`config.mk`:
```
export PLATFORM = sky130hd
export DESIGN_NAME = four_channel_led_pwm_dimmer_core
export DESIGN_NICKNAME = d
export VERILOG_FILES = /design/src/rtl/core/ledpwm_pkg.sv /design/src/rtl/core/four_channel_led_pwm_dimmer_core.sv
export SDC_FILE = /design/constraint.sdc
export NUM_CORES = 1
export LEC_CHECK = 0
export BUFFER_PORTS_ARGS = -buffer_cell sky130_fd_sc_hd__buf_2
export CORE_UTILIZATION = 40
export CTS_CLUSTER_SIZE = 10
export DETAILED_ROUTE_END_ITERATION = 10
export GPL_TIMING_DRIVEN = 1
export PLACE_DENSITY = 0.61
export SLEW_MARGIN = 20
export SYNTH_ARGS = -nofsm -noshare
export SYNTH_HDL_FRONTEND = slang
export SYNTH_SLANG_ARGS = --single-unit
```
`constraint.sdc`:
```
create_clock -name clock -period 7.35 [get_ports clock]
set_clock_uncertainty 0.2 [all_clocks]
set_input_delay 0 -clock clock [delete_from_list [all_inputs] [get_ports clock]]
set_output_delay 0 -clock clock [all_outputs]
set_load 0.05 [all_outputs]
```
`src/rtl/core/ledpwm_pkg.sv`:
```
`timescale 1ns / 1ps

package ledpwm_pkg;

   localparam int CHANNELS_DEF = 4;
   localparam int LEVELS_DEF   = 19;

   // Pins visible on the ports
   localparam int PIN_COUNT    = 4;

   typedef enum logic [1:0] {
      KIND_STEADY = 2'd0,
      KIND_PWM    = 2'd1,
      KIND_TICK   = 2'd2
   } kind_type;

   typedef struct packed {
      logic [PIN_COUNT-1:0] led_pins;
      logic [PIN_COUNT-1:0] pwm_active;
   } result_type;

   // Perceptual intensity curve; entries past the list read as full on
   function automatic logic [7:0] level_duty(input logic [4:0] idx);
      logic [7:0] duty;
      case (idx)
         5'd0:    duty = 8'd0;
         5'd1:    duty = 8'd6;
         5'd2:    duty = 8'd14;
         5'd3:    duty = 8'd24;
         5'd4:    duty = 8'd34;
         5'd5:    duty = 8'd45;
         5'd6:    duty = 8'd57;
         5'd7:    duty = 8'd70;
         5'd8:    duty = 8'd83;
         5'd9:    duty = 8'd96;
         5'd10:   duty = 8'd111;
         5'd11:   duty = 8'd127;
         5'd12:   duty = 8'd142;
         5'd13:   duty = 8'd160;
         5'd14:   duty = 8'd178;
         5'd15:   duty = 8'd191;
         5'd16:   duty = 8'd216;
         5'd17:   duty = 8'd237;
         default: duty = 8'd255;
      endcase
      return duty;
   endfunction

endpackage

```
`src/rtl/core/four_channel_led_pwm_dimmer_core.sv`:
```
`timescale 1ns / 1ps

// Channel   Signals                                   Direction
// req_      valid, stall, kind, channel_mask,         in (stall out)
//           steady_level, intensity_index
// rsp_      valid, stall, led_pins, pwm_active        out (stall in)
// csr_      wr_en, wr_data (deadband)                 in
//
// One transaction is taken per cycle while req_stall is low; its result is
// registered into the result buffer. The state update and the pin compare
// sit between the state registers and a two-entry result buffer, so
// req_stall rises only when both entries are full. Synchronous reset clears
// all state, the deadband to 2, and empties the result buffer.

module four_channel_led_pwm_dimmer_core
   import ledpwm_pkg::*;
#(
   parameter int CHANNELS = CHANNELS_DEF,
   parameter int LEVELS   = LEVELS_DEF
) (
   input  logic                 clock,
   input  logic                 reset,

   input  logic                 req_valid,
   output logic                 req_stall,
   input  logic [1:0]           req_kind,
   input  logic [3:0]           req_channel_mask,
   input  logic                 req_steady_level,
   input  logic [4:0]           req_intensity_index,

   output logic                 rsp_valid,
   input  logic                 rsp_stall,
   output logic [PIN_COUNT-1:0] rsp_led_pins,
   output logic [PIN_COUNT-1:0] rsp_pwm_active,

   input  logic                 csr_wr_en,
   input  logic [7:0]           csr_wr_data
);

   localparam int ACTIVE = (CHANNELS > PIN_COUNT) ? PIN_COUNT : CHANNELS;
   localparam logic [PIN_COUNT-1:0] ACT_MASK = PIN_COUNT'((1 << ACTIVE) - 1);
   localparam logic [5:0] LEVELS_W = 6'(LEVELS);
   localparam logic [4:0] TOP_IDX  = 5'(LEVELS - 1);

   logic [7:0]           deadband_ff;
   logic [7:0]           duty_ff [ACTIVE];
   logic [7:0]           duty_in [ACTIVE];
   logic [7:0]           diff [ACTIVE];
   logic [PIN_COUNT-1:0] mode_ff, mode_in;
   logic [PIN_COUNT-1:0] steady_ff, steady_in;
   logic [7:0]           count_ff, count_in;

   result_type           main_ff, skid_ff, result;
   logic                 main_valid_ff, skid_valid_ff;

   logic                 accept;
   logic                 drain;
   kind_type             kind;
   logic [PIN_COUNT-1:0] masked;
   logic [PIN_COUNT-1:0] lowest;
   logic [4:0]           sat_idx;
   logic [7:0]           new_duty;
   logic [PIN_COUNT-1:0] pins;

   assign req_stall      = skid_valid_ff;
   assign accept         = req_valid && !skid_valid_ff;
   assign drain          = main_valid_ff && !rsp_stall;
   assign rsp_valid      = main_valid_ff;
   assign rsp_led_pins   = main_ff.led_pins;
   assign rsp_pwm_active = main_ff.pwm_active;

   assign kind     = kind_type'(req_kind);
   assign masked   = req_channel_mask & ACT_MASK;
   assign lowest   = masked & (~masked + PIN_COUNT'(1));
   assign sat_idx  = ({1'b0, req_intensity_index} >= LEVELS_W) ? TOP_IDX
                                                              : req_intensity_index;
   assign new_duty = level_duty(sat_idx);

   always_comb begin
      mode_in   = mode_ff;
      steady_in = steady_ff;
      count_in  = count_ff;
      case (kind)
         KIND_STEADY: begin
            // only the lowest addressed channel is touched
            steady_in = req_steady_level ? (steady_ff | lowest) : (steady_ff & ~lowest);
            mode_in   = mode_ff & ~lowest;
         end
         KIND_PWM: begin
            mode_in = mode_ff | masked;
         end
         KIND_TICK: begin
            count_in = count_ff + 8'd1;
         end
         default: begin
         end
      endcase
   end

   always_comb begin
      for (int c = 0; c < ACTIVE; c++) begin
         diff[c] = (new_duty > duty_ff[c]) ? (new_duty - duty_ff[c])
                                           : (duty_ff[c] - new_duty);
         duty_in[c] = duty_ff[c];
         if (kind == KIND_PWM && masked[c] && diff[c] > deadband_ff) begin
            duty_in[c] = new_duty;
         end
      end
   end

   always_comb begin
      pins = '0;
      for (int c = 0; c < ACTIVE; c++) begin
         pins[c] = mode_in[c] ? (count_in <= duty_in[c]) : steady_in[c];
      end
   end

   always_ff @(posedge clock) begin
      if (reset) begin
         for (int c = 0; c < ACTIVE; c++) begin
            duty_ff[c] <= 8'd0;
         end
      end else if (accept) begin
         for (int c = 0; c < ACTIVE; c++) begin
            duty_ff[c] <= duty_in[c];
         end
      end
   end

   assign result.led_pins   = pins;
   assign result.pwm_active = mode_in & ACT_MASK;

   always_ff @(posedge clock) begin
      if (reset) begin
         deadband_ff <= 8'd2;
      end else if (csr_wr_en) begin
         deadband_ff <= csr_wr_data;
      end
   end

   always_ff @(posedge clock) begin
      if (reset) begin
         mode_ff   <= '0;
         steady_ff <= '0;
         count_ff  <= 8'd0;
      end else if (accept) begin
         mode_ff   <= mode_in;
         steady_ff <= steady_in;
         count_ff  <= count_in;
      end
   end

   // Result buffer: main entry drives the port, skid holds a second transaction
   always_ff @(posedge clock) begin
      if (reset) begin
         main_valid_ff <= 1'b0;
         skid_valid_ff <= 1'b0;
      end else begin
         if (skid_valid_ff) begin
            if (drain) begin
               main_ff       <= skid_ff;
               skid_valid_ff <= 1'b0;
            end
         end else if (accept) begin
            if (!main_valid_ff || drain) begin
               main_ff       <= result;
               main_valid_ff <= 1'b1;
            end else begin
               skid_ff       <= result;
               skid_valid_ff <= 1'b1;
            end
         end else if (drain) begin
            main_valid_ff <= 1'b0;
         end
      end
   end

endmodule

```
# [Word level (Yosys, flattened, before mapping)]
# Memories as Yosys holds them, arrays and structs flattened.
# Cells that the tools add are included.
[totals] word_cells=111 out_inout_bits=10 mem_bits_ro=256 regBits=42 latch_bits=0 mem_bits_rw=32 in_bits=25 mem_count=2
[memory_table] memory="(name not given)" words=32 word_bits=8 read_ports=1 rd_clocked_by_memory_dff=0 write_ports=0 line_no="ledpwm_pkg.sv:25" rtl="case (idx)"
[memory_table] memory="duty_ff" words=4 word_bits=8 read_ports=4 rd_clocked_by_memory_dff=0 write_ports=4 line_no="four_channel_led_pwm_dimmer_core.sv:46" rtl="logic [7:0] duty_ff [ACTIVE];"
[op_classes] add_sub_neg=10 n_reduce_logical=21 n_lt_le_gt_ge=13 multipliers=0 eq_ne=4 mux=37 div=0 bitwise_logic=14 n_shift=0
[op_table] cell="$mux W8" count=17
[op_table] cell="$gt A8 B8 Y1" count=8
[op_table] cell="$sub A8 B8 Y8" count=8
[op_table] cell="$le A8 B8 Y1" count=4
[op_table] cell="$mux W1" count=16
[op_table] cell="$and A4 B4 Y4" count=3
[op_table] cell="$logic_and A1 B1 Y1" count=10
[op_table] cell="$add A8 B1 Y8 const B" count=1
[op_table] cell="$mux W4" count=2
[op_table] cell="$not A4 Y4" count=2
[op_table] cell="$or A4 B4 Y4" count=2
[op_table] cell="$pmux W4 S2" count=1
[op_table] cell="$reduce_and A4 Y1" count=2
[op_table] cell="$reduce_bool A2 Y1" count=3
[op_table] cell="$ge A5 B5 Y1 const B" count=1
[op_table] cell="$mux W5" count=1
[op_table] cell="$add A4 B1 Y4 const B" count=1
[op_table] cell="$ne A2 B1 Y1 const B" count=2
[op_table] cell="$or A1 B1 Y1" count=4
[op_table] cell="$logic_not A1 Y1" count=3
[op_table] cell="$not A1 Y1" count=3
[op_table] cell="$reduce_and A3 Y1" count=1
[op_table] cell="$eq A2 B1 Y1 const B" count=1
[op_table] cell="$eq A2 B2 Y1 const B" count=1
[op_table] cell="other kinds (2)" count=2

# [Longest topological paths before layout]
# An unclocked memory read counts as a cell.
[depth] word_depth=13 depth_mapped=37 ltp_nobuf=34

# [Least setup slack after synthesis]
# Ideal clock, no wire load.
[synth_timing] path_type="input-to-reg" from="input req_intensity_index[2]" to="register main_ff, in the netlist rsp_led_pins[3] (data pin)" cell_stages=36 path_buffers=3 t_arrival_ns=6.365 setup_ns=0.260 setup_slack_ns=0.526 t_required_ns=6.890 path_cell_list="clkbuf_1 > or2_2 > a21o_1 > ha_1 > nor2b_1 > a211oi_1 > a21oi_1 > o22a_1 > inv_1 > fa_1 > nand3b_1 > a21oi_1 > o32ai_1 > buf_4 > mux2_1 > o21a_1 > o21ai_2 > nand2_1 > xor2_1 > ha_1 > a21o_1 > a21o_1 > a21oi_1 > o21ai_1 > o211a_1 > buf_2 > mux2i_1 > ha_1 > nor2b_1 > o21ai_0 > nand2b_1 > a21oi_1 > o21ai_0 > o21a_1 > mux2i_1 > mux2_2"
[synth_between] elab_chain_len=13 word_cells_on_any_way=15 cone_classes="add/sub: 2; order compare: 4; mux: 7; reduce/logical: 1; memory: 1"
[synth_rtl] item="start, declared" line_no="four_channel_led_pwm_dimmer_core.sv:29" rtl="input logic [4:0] req_intensity_index,"
[synth_rtl] item="$ge A5 B5 Y1" line_no="four_channel_led_pwm_dimmer_core.sv:75" rtl="assign sat_idx = ({1'b0, req_intensity_index} >= LEVELS_W) ? TOP_IDX"
[synth_rtl] item="$mux W5 *" line_no="four_channel_led_pwm_dimmer_core.sv:75"
[synth_rtl] item="$mem_v2 Z32 W8 *"
[synth_rtl] item="$sub A8 B8 Y8 (tied with other cells)" line_no="four_channel_led_pwm_dimmer_core.sv:103" rtl=": (duty_ff[c] - new_duty);"
[synth_rtl] item="$mux W8" line_no="four_channel_led_pwm_dimmer_core.sv:102" rtl="diff[c] = (new_duty > duty_ff[c]) ? (new_duty - duty_ff[c])"
[synth_rtl] item="$gt A8 B8 Y1" line_no="four_channel_led_pwm_dimmer_core.sv:105" rtl="if (kind == KIND_PWM && masked[c] && diff[c] > deadband_ff) begin"
[synth_rtl] item="$logic_and A1 B1 Y1" line_no="four_channel_led_pwm_dimmer_core.sv:105"
[synth_rtl] item="$mux W8 *" line_no="four_channel_led_pwm_dimmer_core.sv:105"
[synth_rtl] item="$le A8 B8 Y1 *" line_no="four_channel_led_pwm_dimmer_core.sv:114" rtl="pins[c] = mode_in[c] ? (count_in <= duty_in[c]) : steady_in[c];"
[synth_rtl] item="$mux W1 *" line_no="four_channel_led_pwm_dimmer_core.sv:114"
[synth_rtl] item="net pins[3]" line_no="four_channel_led_pwm_dimmer_core.sv:63" rtl="logic [PIN_COUNT-1:0] pins;"
[synth_rtl] item="$mux W8 *" line_no="four_channel_led_pwm_dimmer_core.sv:165" rtl="if (!main_valid_ff || drain) begin"
[synth_rtl] item="$mux W8 *" line_no="four_channel_led_pwm_dimmer_core.sv:164" rtl="end else if (accept) begin"
[synth_rtl] item="$mux W8 *" line_no="four_channel_led_pwm_dimmer_core.sv:159" rtl="if (skid_valid_ff) begin"
[synth_rtl] item="end signal, assigned" line_no="four_channel_led_pwm_dimmer_core.sv:161" rtl="main_ff <= skid_ff;"
[synth_rtl] item="end signal, assigned" line_no="four_channel_led_pwm_dimmer_core.sv:166" rtl="main_ff <= result;"
[synth_rtl] item="end, declared" line_no="four_channel_led_pwm_dimmer_core.sv:53" rtl="result_type main_ff, skid_ff, result;"
# The timed path passes the listed nets; every way through them passes the cells marked *. The select of a mux whose other input is x is not followed.
# A chain may end at the register's enable or synchronous reset.

# [Worst setup path in the final report]
# Ends and elaborated chain as after synthesis.

==> results.toml <==
[route]
vias_per_std_cell = 5.31
wl_met1_mm = 9.17
wl_per_cell_um = 16.8
initialDrtViolationCount = 300
drc_viols = 0
highest-signal-layer = "met4"
num_vias = 5799
met2_wirelength_mm = 8.24
routed-wl-met3_um = 639
antenna_violating_nets_post_route = 0
dr.pass1.iters = 5
wl_mm = 18.3

[power]
vdd.ir_drop.worst_mv = 0.113
share_clk_of_total_power_pct = 26.7
comb_power_share_pct = 43.8
leakage_nw = 3.90
p_int_mw = 1.04
switchingPower_mw = 0.639
cellPowerDensity_nw_per_um2 = 198
pwr-share-seq_pct = 29.5
switching_share_pct = 38.1
fin_total_pwr_mw = 1.68

[die]
start_util_pct = 40.8
chipHeight_um = 137
ios = 35
core_area_um2 = 18000
floorplan.rows = 49
dieWidth_um = 137
die_area_um2 = 18900

[clocking]
clk_path_buf_depth = 2
cts_made_buffers = 9
buffer_cell_driving_the_clock_tree_root = "clkbuf_16"
clkLatencyLatePin_ps = 350
cts.htree.levels = 3
cts_tree = "yes"
cts_num_sinks = 74
clkTransAtPathRegs_ps = 70
cts.repair_timing.setup_buffer_count = 0

[logic_synthesis]
yosys_register_bits = 74
syn-num-nets = 946
synth_enable_flop_cells = 48
synth_flop_cell = "edfxtp_1"
synth-warning-count = 0
async_reset_ff_share_pct = 0
post_synth_instance_area_um2 = 7330
syn-mean-instance-area_um2 = 9.37
synth-seq-area-share_pct = 26.7
synth_cells = 783
synth_cell_type_count = 51

[timing]
final_critical_path_setup_slack_ps = 606
fin_crit_sh_pct = 91.8
fmaxAchievable_ghz = 0.148
maxSlewHeadroom_pct = 30.2
report.final.hold_viol_count = 0
slew_viol_final = 0
final.min_clock_period_ps = 6740
worst_slew_pin_slew_ps = 1040
setup_repair_after_global_routing_missed_its_margin = "no"
final_setup_tns_ps = 0
setup_viols_final = 0
hold-worst-slack_ps = 9.99

[final_layout]
area_delta_synth_final_pct = 15.5
register_cell_area_after_layout_um2 = 1960
n_antenna_cell = 0
n_fill_cell = 1742
stdcell_count = 1092
layout_commonest_cell = "ha_1"
post_route_cells_drive_above_1_share_pct = 9.85
area_of_the_multi_input_gates_um2 = 5060
finalNetCount = 1021
commonest_non_fill_non_tap_cells_in_the_layout = "130 x ha_1, 75 x mux2i_1, 65 x nor2_1, 62 x inv_1, 48 x edfxtp_1"

[setup_path]
critPathCaptureType = "flop"
crit_path_max_delay_family = "compound AO/OA/AOI/OAI gates"
timing.setup.critical_path_class = "input pin to flop"
critical_path.n_buffers_inverters = 4
setup.worst_path.start_class = "input pin"
critical_path.slowest_cell = "a221oi_1"
cp_data_required_time_ps = 7370
worstPathArrival_ps = 6770
crit_path_max_fanout = 14
slowest_delay_ps = 400

[grt]
global_route_wire_length_before_repair_mm = 28.7
largest_net_degree_at_the_start_of_global_routing = 33
grt_pass1_vias = 5483
globalRoute.totalOverflow = 0
global_route_usage_over_all_layers_pct = 20.1
initial_antenna_violation_count = 0

[status]
status = "completed"

[placement]
placed_cells = 1041
worst_slack_after_detailed_placement_ps = 122
io_buf_count = 34
globalplace.congestion = 0.902
post-dp-hpwl_mm = 14.3

[run]
drv_cap = 0

[min_path]
hold_crit_path_type = "input pin to flop"
what timing repair did:
item	4_1_cts	5_1_grt
endpoints found under the setup margin	0	1
resized for setup	0	1
hold buffers	35	0
hold endpoints to repair	32	0
area by class of cell:
cell class | instances | area share (%)
repair buffers | 85 | 7.56
clock inverters | 7 | 0.783
inverters | 62 | 2.75
well taps | 229 | 3.38
clock buffers | 9 | 2.66
multi-input cells | 626 | 59.7
flip-flops and latches | 74 | 23.2
power groups by stage:
stage | logic (mW) | registers (mW) | clock network (mW)
6_report | 0.736 | 0.495 | 0.447
5_1_grt | 0.825 | 0.498 | 0.471
4_1_cts | 0.733 | 0.495 | 0.454
3_5_place_dp | 0.715 | 0.504 | 0
3_3_place_gp | 0.707 | 0.503 | 0
2_1_floorplan | 0.540 | 0.508 | 0
final timing paths:
kind	from	endpoint	slack [ps]	depth (start not counted)
setup reg to reg	duty_ff[2][5]$_SDFFCE_PN0P_	rsp_led_pins[2]$_DFFE_PP_	1770	25
hold / removal	req_channel_mask[0]	steady_ff[1]$_SDFFE_PP0P_	10	5
hold reg to reg	mode_ff[3]$_SDFFE_PP0P_	mode_ff[3]$_SDFFE_PP0P_	280	2
setup / recovery	req_intensity_index[2]	rsp_led_pins[3]$_DFFE_PP_	610	34
sequential cells by signal, summed over array words and instances, names as in the netlist:
register and cells:
steady_ff 4, rsp_pwm_active 4, duty_ff 32, rsp_led_pins 4, skid_ff 8, req_stall 1
rsp_valid 1, mode_ff 4, count_ff 8, deadband_ff 8
cells in the mapped netlist (2+ instances only):
| cell type | instances | area, um^2 |
|---|---|---|
| o21ai_2 | 2 | 17.5 |
| and2_1 | 7 | 43.8 |
| a211oi_1 | 4 | 30.0 |
| a221oi_1 | 2 | 17.5 |
| a22o_1 | 3 | 26.3 |
| clkbuf_1 | 14 | 52.6 |
| o32ai_1 | 2 | 17.5 |
| o211ai_1 | 4 | 30.0 |
| nor2b_1 | 25 | 156 |
| nand2b_1 | 17 | 106 |
| buf_4 | 2 | 15.0 |
| edfxtp_1 | 48 | 1440 |
| ha_1 | 130 | 1630 |
| and3_1 | 4 | 25.0 |
| o22ai_1 | 2 | 12.5 |
| xor2_1 | 20 | 175 |
| a21o_1 | 34 | 255 |
| or2_2 | 2 | 12.5 |
| nand2_1 | 31 | 116 |
| o2111a_1 | 2 | 22.5 |
| and4_1 | 2 | 17.5 |
| nor2_1 | 65 | 244 |
| a31oi_1 | 2 | 12.5 |
| a221o_1 | 2 | 20.0 |
| o21ai_0 | 39 | 195 |
| nand4_1 | 23 | 144 |
| fa_1 | 8 | 160 |
| o21a_1 | 5 | 37.5 |
| a21oi_2 | 3 | 26.3 |
| mux2_2 | 8 | 90.1 |
| o211a_1 | 2 | 20.0 |
| xnor2_1 | 15 | 131 |
| a21oi_1 | 45 | 225 |
| inv_1 | 62 | 233 |
| nor3_1 | 6 | 30.0 |
| a211o_1 | 2 | 17.5 |
| mux2_1 | 3 | 33.8 |
| buf_2 | 5 | 25.0 |
| mux2i_1 | 75 | 751 |
| nand3_1 | 7 | 35.0 |
| o21ai_1 | 11 | 55.1 |
| nand3b_1 | 4 | 30.0 |
| dfxtp_1 | 26 | 521 |
through the flow:
step / cell area, um^2 / util [%]
floorplan: 7330 / -
global placement: 7830 / 43.6
detailed placement: 7830 / 43.6
CTS: 8470 / 47.1
global route: 8470 / 47.2
finish: 8470 / 47.2
layer usage:
metal / global-route usage (%) / up-vias
met3: 2.69 / 16
met5: 0 / -
met1: 28.2 / 2698
met2: 32.4 / 115
met4: 5.31 / 0
li1: - / 2970
worst min-delay path, delay by kind of cell:
kind / cells / cell delay, ps
simple gates: 2 / 120
compound gates: 1 / 200
mux: 1 / 90
buf+inv: 1 / 110
cell families (layout without fill, tap and decap cells):
logic type                 count (synthesis)  after routing  synth area share (%)
buffers and inverters                     83            163                  4.44
AOI/OAI and AO/OA                        170            170                  14.8
xor gates and xnor gates                  35             35                  4.18
adders and majority gates                138            138                  24.4
DFF                                       74             74                  26.7
and+or+nand+nor                          196            196                  13.4
muxes                                     87             87                  12.1
Power figures use the tool's default switching activity.
